[src/sv/cgp_pkg.sv]
// Shared types, codes and constants of the CGP gate-array evaluator.
// No dependencies; used by cgp_gate_array_evaluator_top, cgp_row_checker and the testbench.

package cgp_pkg;

    // Default array limits
    localparam int unsigned DEF_MAX_INPUTS  = 8;
    localparam int unsigned DEF_MAX_NODES   = 64;
    localparam int unsigned DEF_MAX_OUTPUTS = 8;

    // Field widths fixed by the item format
    localparam int unsigned ADDR_W   = 8;
    localparam int unsigned GENE_W   = 7;
    localparam int unsigned BITS_W   = 8;
    localparam int unsigned OUT_BITS = 8;
    localparam int unsigned OCW      = 3;   // output index width
    localparam int unsigned NOW      = 4;   // output count width (0..8)
    localparam int unsigned FIT_W    = 12;
    localparam logic [FIT_W-1:0] FIT_MAX = '1;

    // Configuration register indexes and reset values
    localparam int unsigned CFG_IDX_W = 2;
    localparam int unsigned CFG_DATA_W = 7;
    localparam logic [CFG_IDX_W-1:0] REG_NUM_INPUTS  = 2'd0;
    localparam logic [CFG_IDX_W-1:0] REG_NUM_NODES   = 2'd1;
    localparam logic [CFG_IDX_W-1:0] REG_NUM_OUTPUTS = 2'd2;
    localparam logic [3:0] RST_NUM_INPUTS  = 4'd8;
    localparam logic [6:0] RST_NUM_NODES   = 7'd64;
    localparam logic [3:0] RST_NUM_OUTPUTS = 4'd8;

    // Item kinds
    localparam logic KIND_WRITE = 1'b0;
    localparam logic KIND_EVAL  = 1'b1;

    // Gate function codes; every other code is XOR
    localparam logic [GENE_W-1:0] FN_AND = 7'd1;
    localparam logic [GENE_W-1:0] FN_OR  = 7'd2;
    localparam logic [GENE_W-1:0] FN_NOT = 7'd3;

    // Genome banks: gene position modulo three
    localparam int unsigned GENE_BANKS = 3;
    localparam logic [1:0] BANK_SRC_A = 2'd0;
    localparam logic [1:0] BANK_SRC_B = 2'd1;
    localparam logic [1:0] BANK_FUNC  = 2'd2;

    // Reciprocal of three for 8-bit addresses: floor(a * 171 / 512)
    localparam logic [16:0] DIV3_MUL = 17'd171;

    typedef struct packed {
        logic              kind;
        logic [ADDR_W-1:0] gene_addr;
        logic [GENE_W-1:0] gene_value;
        logic [BITS_W-1:0] input_bits;
        logic [BITS_W-1:0] expected_bits;
        logic              last_row;
    } t_in_item;

    typedef struct packed {
        logic [OUT_BITS-1:0] output_bits;
        logic [NOW-1:0]      row_matches;
        logic [FIT_W-1:0]    fitness_total;
        logic                pass_done;
    } t_out_item;

    // Gene position divided by three (row within a bank)
    function automatic logic [6:0] div3(input logic [ADDR_W-1:0] a);
        logic [16:0] p;
        p = 17'(a) * DIV3_MUL;
        return p[15:9];
    endfunction

endpackage

[src/sv/cgp_ram.sv]
// Generic single-write, single-read synchronous RAM with registered read data.
// No dependencies.

module cgp_ram #(
    parameter int unsigned WIDTH = 8,
    parameter int unsigned DEPTH = 16,
    parameter int unsigned AW    = (DEPTH > 1) ? $clog2(DEPTH) : 1
) (
    input  logic             i_clk,
    input  logic             i_we,
    input  logic [AW-1:0]    i_waddr,
    input  logic [WIDTH-1:0] i_wdata,
    input  logic [AW-1:0]    i_raddr,
    output logic [WIDTH-1:0] o_rdata
);

    logic [WIDTH-1:0] r_mem [DEPTH];
    logic [WIDTH-1:0] r_rdata;

    // Write port and registered read port (read returns old data on collision)
    always_ff @(posedge i_clk) begin
        if (i_we) begin
            r_mem[i_waddr] <= i_wdata;
        end
        r_rdata <= r_mem[i_raddr];
    end

    assign o_rdata = r_rdata;

endmodule

[src/sv/cgp_gate_array_evaluator_top.sv]
// CGP gate-array evaluator: a gene write gives no result. An evaluate item first
// stores its inputs in the value store, then issues one node or output pick at a time
// through the genome banks and value store, and drains the pipeline before o_valid
// rises. One item is in work at a time: o_stall holds off the next transfer until the
// result is loaded.
// Synchronous active-low reset sets registers to 8/64/8, slots read one, fitness zero.

module cgp_gate_array_evaluator_top #(
    parameter int unsigned MAX_INPUTS  = cgp_pkg::DEF_MAX_INPUTS,
    parameter int unsigned MAX_NODES   = cgp_pkg::DEF_MAX_NODES,
    parameter int unsigned MAX_OUTPUTS = cgp_pkg::DEF_MAX_OUTPUTS
) (
    input  logic                               i_clk,
    input  logic                               i_rst_n,
    input  logic                               i_valid,
    output logic                               o_stall,
    input  cgp_pkg::t_in_item                  i_data,
    output logic                               o_valid,
    input  logic                               i_stall,
    output cgp_pkg::t_out_item                 o_data,
    input  logic                               i_cfg_we,
    input  logic [cgp_pkg::CFG_IDX_W-1:0]      i_cfg_idx,
    input  logic [cgp_pkg::CFG_DATA_W-1:0]     i_cfg_data
);

    // Derived sizes
    localparam int unsigned SD      = MAX_INPUTS + MAX_NODES;           // value slots
    localparam int unsigned GD      = 3 * MAX_NODES + MAX_OUTPUTS;      // genes
    localparam int unsigned GR      = MAX_NODES + (MAX_OUTPUTS + 2) / 3; // bank rows
    localparam int unsigned SW      = $clog2(SD);
    localparam int unsigned GRW     = $clog2(GR);
    localparam int unsigned NIW     = $clog2(MAX_INPUTS + 1);
    localparam int unsigned NNW     = $clog2(MAX_NODES + 1);
    localparam int unsigned OUT_LIM = (MAX_OUTPUTS < cgp_pkg::OUT_BITS) ?
                                      MAX_OUTPUTS : cgp_pkg::OUT_BITS;
    localparam int unsigned GENE_BANKS_W = cgp_pkg::GENE_BANKS;

    typedef enum logic [1:0] {
        S_IDLE,
        S_LOAD,
        S_RUN,
        S_DRAIN
    } t_state;

    // Control
    t_state                        r_state;
    logic [3:0]                    r_cfg_ni;
    logic [6:0]                    r_cfg_nn;
    logic [3:0]                    r_cfg_no;
    logic [NIW-1:0]                r_ni;
    logic [NNW-1:0]                r_nn;
    logic [cgp_pkg::NOW-1:0]       r_no;
    logic [NIW-1:0]                r_jcnt;
    logic [NNW-1:0]                r_kcnt;
    logic                          r_omode;
    logic [GRW-1:0]                r_orow;
    logic [1:0]                    r_obank;
    logic [cgp_pkg::OCW-1:0]       r_ocnt;
    logic [SD-1:0]                 r_vld;
    logic [cgp_pkg::FIT_W-1:0]     r_fit;
    logic                          r_ovld;
    logic                          r_p1_vld;
    logic                          r_p2_vld;

    // Row payload
    logic [cgp_pkg::BITS_W-1:0]    r_ibits;
    logic [cgp_pkg::BITS_W-1:0]    r_ebits;
    logic                          r_last;
    logic [cgp_pkg::OUT_BITS-1:0]  r_obits;
    logic [cgp_pkg::NOW-1:0]       r_match;
    cgp_pkg::t_out_item            r_odata;

    // Pipeline payload: stage 1 (genome data out), stage 2 (value data out)
    logic                          r_p1_out;
    logic [1:0]                    r_p1_bank;
    logic [cgp_pkg::OCW-1:0]       r_p1_oidx;
    logic [SW-1:0]                 r_p1_slot;
    logic                          r_p2_out;
    logic [cgp_pkg::OCW-1:0]       r_p2_oidx;
    logic [SW-1:0]                 r_p2_slot;
    logic [cgp_pkg::GENE_W-1:0]    r_p2_func;
    logic                          r_p2_rng_a;
    logic                          r_p2_rng_b;
    logic                          r_p2_vbit_a;
    logic                          r_p2_vbit_b;
    logic                          r_p2_hit_a;
    logic                          r_p2_hit_b;
    logic                          r_p2_fwd;

    // Combinational
    logic                          w_in_acc;
    logic                          w_out_acc;
    logic                          w_load;
    logic [NIW-1:0]                w_ni;
    logic [NNW-1:0]                w_nn;
    logic [cgp_pkg::NOW-1:0]       w_no;
    logic [6:0]                    w_gq_row;
    logic [1:0]                    w_grem;
    logic [GENE_BANKS_W-1:0]       w_gwe;
    logic [GRW-1:0]                w_rd_row;
    logic [cgp_pkg::GENE_W-1:0]    w_gq [cgp_pkg::GENE_BANKS];
    logic [cgp_pkg::GENE_W-1:0]    w_src_a;
    logic [cgp_pkg::GENE_W-1:0]    w_src_b;
    logic                          w_rng_a;
    logic                          w_rng_b;
    logic [SW-1:0]                 w_rda;
    logic [SW-1:0]                 w_rdb;
    logic                          w_qa;
    logic                          w_qb;
    logic                          w_a;
    logic                          w_b;
    logic                          w_v;
    logic [cgp_pkg::BITS_W-1:0]    w_ibits_sh;
    logic                          w_wr_en;
    logic [SW-1:0]                 w_wr_addr;
    logic                          w_wr_data;
    logic [cgp_pkg::FIT_W:0]       w_fit_sum;
    logic [cgp_pkg::FIT_W-1:0]     w_fit_total;

    // Handshakes
    assign o_stall   = (r_state != S_IDLE);
    assign w_in_acc  = i_valid && !o_stall;
    assign o_valid   = r_ovld;
    assign o_data    = r_odata;
    assign w_out_acc = r_ovld && !i_stall;
    assign w_load    = (r_state == S_DRAIN) && !r_p1_vld && !r_p2_vld &&
                       (!r_ovld || !i_stall);

    // Clamp the configuration to its effective ranges
    always_comb begin
        if (r_cfg_ni == '0) begin
            w_ni = NIW'(1);
        end else if (32'(r_cfg_ni) > MAX_INPUTS) begin
            w_ni = NIW'(MAX_INPUTS);
        end else begin
            w_ni = NIW'(r_cfg_ni);
        end
        if (r_cfg_nn == '0) begin
            w_nn = NNW'(1);
        end else if (32'(r_cfg_nn) > MAX_NODES) begin
            w_nn = NNW'(MAX_NODES);
        end else begin
            w_nn = NNW'(r_cfg_nn);
        end
        if (r_cfg_no == '0) begin
            w_no = cgp_pkg::NOW'(1);
        end else if (32'(r_cfg_no) > OUT_LIM) begin
            w_no = cgp_pkg::NOW'(OUT_LIM);
        end else begin
            w_no = cgp_pkg::NOW'(r_cfg_no);
        end
    end

    // Split a gene position into bank (position mod 3) and row (position / 3)
    assign w_gq_row = cgp_pkg::div3(i_data.gene_addr);
    assign w_grem   = 2'(i_data.gene_addr - {w_gq_row, 1'b0} - {1'b0, w_gq_row});

    always_comb begin
        for (int g = 0; g < GENE_BANKS_W; g++) begin
            w_gwe[g] = w_in_acc && (i_data.kind == cgp_pkg::KIND_WRITE) &&
                       (32'(i_data.gene_addr) < GD) && (w_grem == 2'(g));
        end
    end

    // Issue row: node k, or the row holding output gene 3*nn + k
    assign w_rd_row = r_omode ? r_orow : GRW'(r_kcnt);

    for (genvar g = 0; g < GENE_BANKS_W; g++) begin : g_bank
        cgp_ram #(
            .WIDTH (cgp_pkg::GENE_W),
            .DEPTH (GR)
        ) u_gene_ram (
            .i_clk   (i_clk),
            .i_we    (w_gwe[g]),
            .i_waddr (GRW'(w_gq_row)),
            .i_wdata (i_data.gene_value),
            .i_raddr (w_rd_row),
            .o_rdata (w_gq[g])
        );
    end

    // Stage 1: pick source indexes from the genome data and check range
    always_comb begin
        if (r_p1_out) begin
            unique case (r_p1_bank)
                cgp_pkg::BANK_SRC_A: w_src_a = w_gq[0];
                cgp_pkg::BANK_SRC_B: w_src_a = w_gq[1];
                default:             w_src_a = w_gq[2];
            endcase
        end else begin
            w_src_a = w_gq[0];
        end
        w_src_b = w_gq[1];
        w_rng_a = (32'(w_src_a) < SD);
        w_rng_b = (32'(w_src_b) < SD);
        w_rda   = SW'(w_src_a);
        w_rdb   = SW'(w_src_b);
    end

    // Value store, duplicated for two read ports
    cgp_ram #(
        .WIDTH (1),
        .DEPTH (SD)
    ) u_val_ram_a (
        .i_clk   (i_clk),
        .i_we    (w_wr_en),
        .i_waddr (w_wr_addr),
        .i_wdata (w_wr_data),
        .i_raddr (w_rda),
        .o_rdata (w_qa)
    );

    cgp_ram #(
        .WIDTH (1),
        .DEPTH (SD)
    ) u_val_ram_b (
        .i_clk   (i_clk),
        .i_we    (w_wr_en),
        .i_waddr (w_wr_addr),
        .i_wdata (w_wr_data),
        .i_raddr (w_rdb),
        .o_rdata (w_qb)
    );

    // Stage 2: resolve operands (range, same-cycle forward, never written), apply gate
    always_comb begin
        if (!r_p2_rng_a) begin
            w_a = 1'b0;
        end else if (r_p2_hit_a) begin
            w_a = r_p2_fwd;
        end else if (!r_p2_vbit_a) begin
            w_a = 1'b1;
        end else begin
            w_a = w_qa;
        end
        if (!r_p2_rng_b) begin
            w_b = 1'b0;
        end else if (r_p2_hit_b) begin
            w_b = r_p2_fwd;
        end else if (!r_p2_vbit_b) begin
            w_b = 1'b1;
        end else begin
            w_b = w_qb;
        end
        unique case (r_p2_func)
            cgp_pkg::FN_AND: w_v = w_a & w_b;
            cgp_pkg::FN_OR:  w_v = w_a | w_b;
            cgp_pkg::FN_NOT: w_v = ~w_a;
            default:         w_v = w_a ^ w_b;
        endcase
    end

    // Value store write: input placement, then node results
    assign w_ibits_sh = r_ibits >> r_jcnt;

    always_comb begin
        w_wr_en   = 1'b0;
        w_wr_addr = SW'(r_jcnt);
        w_wr_data = w_ibits_sh[0];
        if (r_state == S_LOAD) begin
            w_wr_en = 1'b1;
        end else if (r_p2_vld && !r_p2_out) begin
            w_wr_en   = 1'b1;
            w_wr_addr = r_p2_slot;
            w_wr_data = w_v;
        end
    end

    // Saturating fitness total
    assign w_fit_sum   = {1'b0, r_fit} + (cgp_pkg::FIT_W + 1)'(r_match);
    assign w_fit_total = w_fit_sum[cgp_pkg::FIT_W] ? cgp_pkg::FIT_MAX
                                                    : w_fit_sum[cgp_pkg::FIT_W-1:0];

    // Sequencer, configuration, valid bits and result register
    always_ff @(posedge i_clk) begin
        if (!i_rst_n) begin
            r_state  <= S_IDLE;
            r_cfg_ni <= cgp_pkg::RST_NUM_INPUTS;
            r_cfg_nn <= cgp_pkg::RST_NUM_NODES;
            r_cfg_no <= cgp_pkg::RST_NUM_OUTPUTS;
            r_omode  <= 1'b0;
            r_vld    <= '0;
            r_fit    <= '0;
            r_ovld   <= 1'b0;
            r_p1_vld <= 1'b0;
            r_p2_vld <= 1'b0;
        end else begin
            if (i_cfg_we) begin
                unique case (i_cfg_idx)
                    cgp_pkg::REG_NUM_INPUTS:  r_cfg_ni <= i_cfg_data[3:0];
                    cgp_pkg::REG_NUM_NODES:   r_cfg_nn <= i_cfg_data;
                    cgp_pkg::REG_NUM_OUTPUTS: r_cfg_no <= i_cfg_data[3:0];
                    default: ;
                endcase
            end

            if (w_wr_en) begin
                r_vld[w_wr_addr] <= 1'b1;
            end

            // Drop the result once taken, unless a new one loads in the same cycle
            if (w_out_acc && !w_load) begin
                r_ovld <= 1'b0;
            end

            r_p1_vld <= (r_state == S_RUN);
            r_p2_vld <= r_p1_vld;

            // Collect output picks
            if (r_p2_vld && r_p2_out) begin
                r_obits[r_p2_oidx] <= w_a;
                if (w_a == r_ebits[r_p2_oidx]) begin
                    r_match <= r_match + cgp_pkg::NOW'(1);
                end
            end

            unique case (r_state)
                S_IDLE: begin
                    if (w_in_acc && (i_data.kind == cgp_pkg::KIND_EVAL)) begin
                        r_state <= S_LOAD;
                        r_ni    <= w_ni;
                        r_nn    <= w_nn;
                        r_no    <= w_no;
                        r_jcnt  <= '0;
                        r_ibits <= i_data.input_bits;
                        r_ebits <= i_data.expected_bits;
                        r_last  <= i_data.last_row;
                        r_obits <= '0;
                        r_match <= '0;
                    end
                end
                S_LOAD: begin
                    r_jcnt <= r_jcnt + NIW'(1);
                    if (r_jcnt == r_ni - NIW'(1)) begin
                        r_state <= S_RUN;
                        r_kcnt  <= '0;
                        r_omode <= 1'b0;
                    end
                end
                S_RUN: begin
                    if (!r_omode) begin
                        if (r_kcnt == r_nn - NNW'(1)) begin
                            r_omode <= 1'b1;
                            r_orow  <= GRW'(r_nn);
                            r_obank <= cgp_pkg::BANK_SRC_A;
                            r_ocnt  <= '0;
                        end else begin
                            r_kcnt <= r_kcnt + NNW'(1);
                        end
                    end else begin
                        if (cgp_pkg::NOW'(r_ocnt) == r_no - cgp_pkg::NOW'(1)) begin
                            r_state <= S_DRAIN;
                        end
                        r_ocnt <= r_ocnt + cgp_pkg::OCW'(1);
                        if (r_obank == cgp_pkg::BANK_FUNC) begin
                            r_obank <= cgp_pkg::BANK_SRC_A;
                            r_orow  <= r_orow + GRW'(1);
                        end else begin
                            r_obank <= r_obank + 2'd1;
                        end
                    end
                end
                S_DRAIN: begin
                    if (w_load) begin
                        r_state                     <= S_IDLE;
                        r_ovld                      <= 1'b1;
                        r_odata.output_bits         <= r_obits;
                        r_odata.row_matches         <= r_match;
                        r_odata.fitness_total       <= w_fit_total;
                        r_odata.pass_done           <= r_last;
                        r_fit                       <= r_last ? '0 : w_fit_total;
                    end
                end
            endcase
        end
    end

    // Pipeline payload
    always_ff @(posedge i_clk) begin
        r_p1_out    <= r_omode;
        r_p1_bank   <= r_obank;
        r_p1_oidx   <= r_ocnt;
        r_p1_slot   <= SW'(r_ni) + SW'(r_kcnt);

        r_p2_out    <= r_p1_out;
        r_p2_oidx   <= r_p1_oidx;
        r_p2_slot   <= r_p1_slot;
        r_p2_func   <= w_gq[2];
        r_p2_rng_a  <= w_rng_a;
        r_p2_rng_b  <= w_rng_b;
        r_p2_vbit_a <= w_rng_a ? r_vld[w_rda] : 1'b0;
        r_p2_vbit_b <= w_rng_b ? r_vld[w_rdb] : 1'b0;
        r_p2_hit_a  <= w_wr_en && (w_rda == w_wr_addr);
        r_p2_hit_b  <= w_wr_en && (w_rdb == w_wr_addr);
        r_p2_fwd    <= w_wr_data;
    end

`ifndef ASSERT_OFF
    // A new item only enters with the node pipeline empty
    a_accept_empty: assert property (@(posedge i_clk) disable iff (!i_rst_n)
        w_in_acc |-> (!r_p1_vld && !r_p2_vld))
        else $error("item transferred while node pipeline busy");

    // Node results never land on this row's input slots
    a_node_slot: assert property (@(posedge i_clk) disable iff (!i_rst_n)
        (r_p2_vld && !r_p2_out) |-> (r_p2_slot >= SW'(r_ni)))
        else $error("node result written over an input slot");

    // The last row of a pass clears the fitness total
    a_pass_clear: assert property (@(posedge i_clk) disable iff (!i_rst_n)
        (w_load && r_last) |=> (r_fit == '0))
        else $error("fitness total not cleared after last row");

    // Pipeline stages run only while evaluating
    a_pipe_state: assert property (@(posedge i_clk) disable iff (!i_rst_n)
        r_p2_vld |-> ((r_state == S_RUN) || (r_state == S_DRAIN)))
        else $error("node pipeline active outside evaluation");
`endif

endmodule

[config.mk]
export PLATFORM = sky130hd
export DESIGN_NAME = cgp_gate_array_evaluator_top
export DESIGN_NICKNAME = d
export VERILOG_FILES = /design/src/sv/cgp_pkg.sv /design/src/sv/cgp_ram.sv /design/src/sv/cgp_gate_array_evaluator_top.sv
export SDC_FILE = /design/constraint.sdc
export NUM_CORES = 2
export LEC_CHECK = 0
export ABC_AREA = 1
export BUFFER_PORTS_ARGS = -buffer_cell sky130_fd_sc_hd__buf_2
export CAP_MARGIN = 5
export CORE_MARGIN = 2
export CORE_UTILIZATION = 35
export DETAILED_ROUTE_END_ITERATION = 10
export HOLD_SLACK_MARGIN = 0.02
export SLEW_MARGIN = 20
export SYNTH_ARGS = -nofsm -noshare
export SYNTH_HDL_FRONTEND = slang
export SYNTH_SLANG_ARGS = --single-unit
[constraint.sdc]
create_clock -name i_clk -period 6.5 [get_ports i_clk]
set_input_delay 0.65 -clock i_clk [delete_from_list [all_inputs] [get_ports i_clk]]
set_output_delay 0.65 -clock i_clk [all_outputs]
set_load 0.005 [all_outputs]
==> results.tsv <==
metric	value	unit
layout net count	6748	
htree depth	4	
CP top delay family	adder cells	
Mapped Avg Cell Area	11.13	um^2
status	finished, violations left	
Static Leak	0.02825	uW
postcts setup bufs	0	
CP Launch Type	input port	
final worst path period need	5.474	ns
asr flop ratio synth	0	%
Initial Util	35.20	%
Area Growth Syn to Fin	12.64	%
wire per inst	21.62	um
top cell type by total area after synthesis	edfxtp_1	
PD cells	357.6	mW/mm^2
Internal Power	19850	uW
Vert. Die Dim	463.1	um
synth warn	0	
R2R Setup Slk	2.24	ns
register area share after synthesis	68.46	%
Inst Count DP	9234	
Worst-path clk slew	0.06	ns
RSZ-0062 raised after global routing	false	
area post-placement	0.07742	mm^2
Clk pwr share	32.7	%
die width	463.1	um
Comb pwr share	24.6	%
num rows	168	
most frequent CP cell	nand2_1	
total CTS buffers	170	
fraction of layout cells with a size suffix above 1	7.549	%
Max VDD drop	0.3033	mV
Final Hold Viols	0	
number of port buffers	73	
most frequent cells in the layout	1571 x edfxtp_1, 1212 x nor2_1, 795 x nand2_1, 789 x o21ai_0, 549 x nand3_1	
failing checks	DRC	
vias in the first global route	49192	
Pins Over Slew Limit	0	
worst hold path startpoint	i_cfg_data[6]	
I/O Pins	74	
Non-Filler Instances	9564	
Routed WL	206.8	mm
vias per std cell	5.347	
leading cell type in the layout, fill and taps excluded	edfxtp_1	
DR iter-0 viols	6122	
Most used DFF post-synth	edfxtp_1	
number of fill cells in the layout	19844	
Final Cycle Share	84.21	%
antenna violations before repair	4	
Worst Hold Class	input port to flip-flop	
switching pwr	9861	uW
worst slack at placement	0.2532	ns
final worst setup slack	1.026	ns
CP max FO	30	
synthesized cell area	0.07376	mm^2
footprint of the multi-input gates	0.02036	mm^2
Reg power frac	42.6	%
Rel. slew slack	30.68	%
largest net degree at the start of global routing	217	
worst skew pair latency	0.80	ns
total power	29710	uW
max incr delay on CP	0.53	ns
clock sink count	1737	
Longest Clk Path Bufs	3	
worst-margin pin slew	1.040	ns
#FFs+latches synth	1737	
total track usage	18.70	%
switching portion of total power	33.19	%
CP max-delay cell	nor2_1	
Crit path required time	6.93	ns
post-DP HPWL	124.0	mm
drt drc	1	
global-route wire length before repair	309.1	mm
post-synth cell types	49	
clock skew	0.02804	ns
CTS tree	yes	
vias	51137	
Setup violations, final	0	
Max Cap Viol	0	
RePlAce Congestion	0.8677	
top cells by area, synth	edfxtp_1 64%, nor2_1 6.2%, o21ai_0 5.4%	
DIE AREA	0.2144	mm^2
Crit. End Element	flip-flop	
crit path from	i_data[25]	
CP arrival	5.90	ns
worst r2r src	r_omode	
detailed-router iteration count before antenna repair	11	
DRT antenna net count	0	
final setup TNS	0	ns
total grt overflow	0	
clock root buffer	clkbuf_16	
Syn Nets	6757	
top cell type's share of synthesized area	63.96	%
Highest Clock Rate	0.1827	GHz
EDFF count, synth	1571	
register area	0.05050	mm^2
number of buffer and inverter stages on the critical path	6	
Crit Path Category	input port to flip-flop	
core area	0.2096	mm^2
Synth Instances	6627	
cell area after layout	0.08308	mm^2
[final cells by class]
cell class                 instances  share of cell area (%)
clock inverter                    82                   1.004
clock buffer                     228                   5.587
multi-input combinational       4135                   24.50
inverter                         350                   1.605
antenna                            3                0.009036
tap                             2805                   4.224
sequential                      1737                   60.78
timing repair buffer             224                   2.285
[cells in the mapped netlist, types with 4 or more instances]
| library cell | n |
|---|---|
| edfxtp_1 | 1571 |
| nor2_1 | 1214 |
| nand2_1 | 799 |
| o21ai_0 | 791 |
| nand3_1 | 550 |
| inv_1 | 330 |
| clkbuf_1 | 274 |
| o211ai_1 | 232 |
| dfxtp_1 | 166 |
| a21oi_1 | 113 |
| o22ai_1 | 113 |
| buf_2 | 91 |
| ha_1 | 69 |
| o21bai_1 | 63 |
| nand3b_1 | 31 |
| xor2_1 | 23 |
| xnor2_1 | 20 |
| buf_4 | 19 |
| nor3_1 | 19 |
| buf_1 | 18 |
| fa_1 | 14 |
| inv_2 | 13 |
| nand4_1 | 9 |
| a311oi_1 | 8 |
| clkinv_1 | 7 |
| nor2_2 | 7 |
| o21ai_1 | 7 |
| o221ai_1 | 6 |
| nor3b_1 | 5 |
| or2_2 | 5 |
| a211oi_1 | 4 |
| a31oi_1 | 4 |
| o2111ai_1 | 4 |
| o21ai_2 | 4 |
[registers in the layout (all words and copies together) (netlist names), 7 cells and up]
name and cells:
g_bank.u_gene_ram.o_rdata 21, g_bank.u_gene_ram.r_mem 1407, o_data 25, r_cfg_nn 7, r_ebits 8, r_fit 12
r_ibits 8, r_kcnt 7, r_nn 7, r_obits 8, r_orow 7, r_p1_slot 7
r_p2_func 7, r_p2_slot 7, r_vld 72, u_val_ram_a.r_mem 72
[worst paths after layout]
path / to / cells after the start
min reg2reg: r_p2_slot[3] / 0
max: g_bank[1].u_gene_ram.r_mem[19][6] / 27
max reg2reg: g_bank[1].u_gene_ram.o_rdata[6] / 16
min: r_cfg_nn[6] / 3
[timing repair]
item,CTS,global route
hold buffers,17,0
resized for setup,0,0
hold endpoints to repair,17,0
[per-stage QoR]
stage          utilization (%)  hold slack [ns]
2_1_floorplan                -           0.3096
3_3_place_gp             36.94           0.3132
3_5_place_dp             36.94           0.3143
4_1_cts                  39.64          0.03064
5_1_grt                  39.64          0.04056
6_report                 39.65           0.1024
[worst min-delay path, stage by stage]
cell and delay, ns:
buf_2 0.08, nand2_1 0.05, nand3_1 0.07
[logic make-up after synthesis]
family | count (synthesis) | synth area share [%]
and+or+nand+nor | 2649 | 14.74
DFF | 1737 | 68.46
AOI/OAI and AO/OA | 1357 | 10.56
buffers and inverters | 755 | 4.124
adders and majority gates | 83 | 1.550
xor gates and xnor gates | 44 | 0.5327
muxes | 2 | 0.02714
[power by group through the flow]
stage	Sequential (uW)	Clock [uW]	Combinational, uW
floorplan	12800	0	4290
global placement	12900	0	7140
detailed placement	12900	0	7170
CTS	12700	9870	7210
global route	12700	10300	7890
finish	12700	9720	7320
[metal layers]
layer,track usage [%],vias up,part of all wire [%]
met5,0,-,0.11
met4,6.224,6,3.0
met3,3.600,342,8.2
met2,29.18,2361,46
met1,26.10,25022,43
li1,-,23406,-
Note: power is estimated with default switching activity, not from simulation.
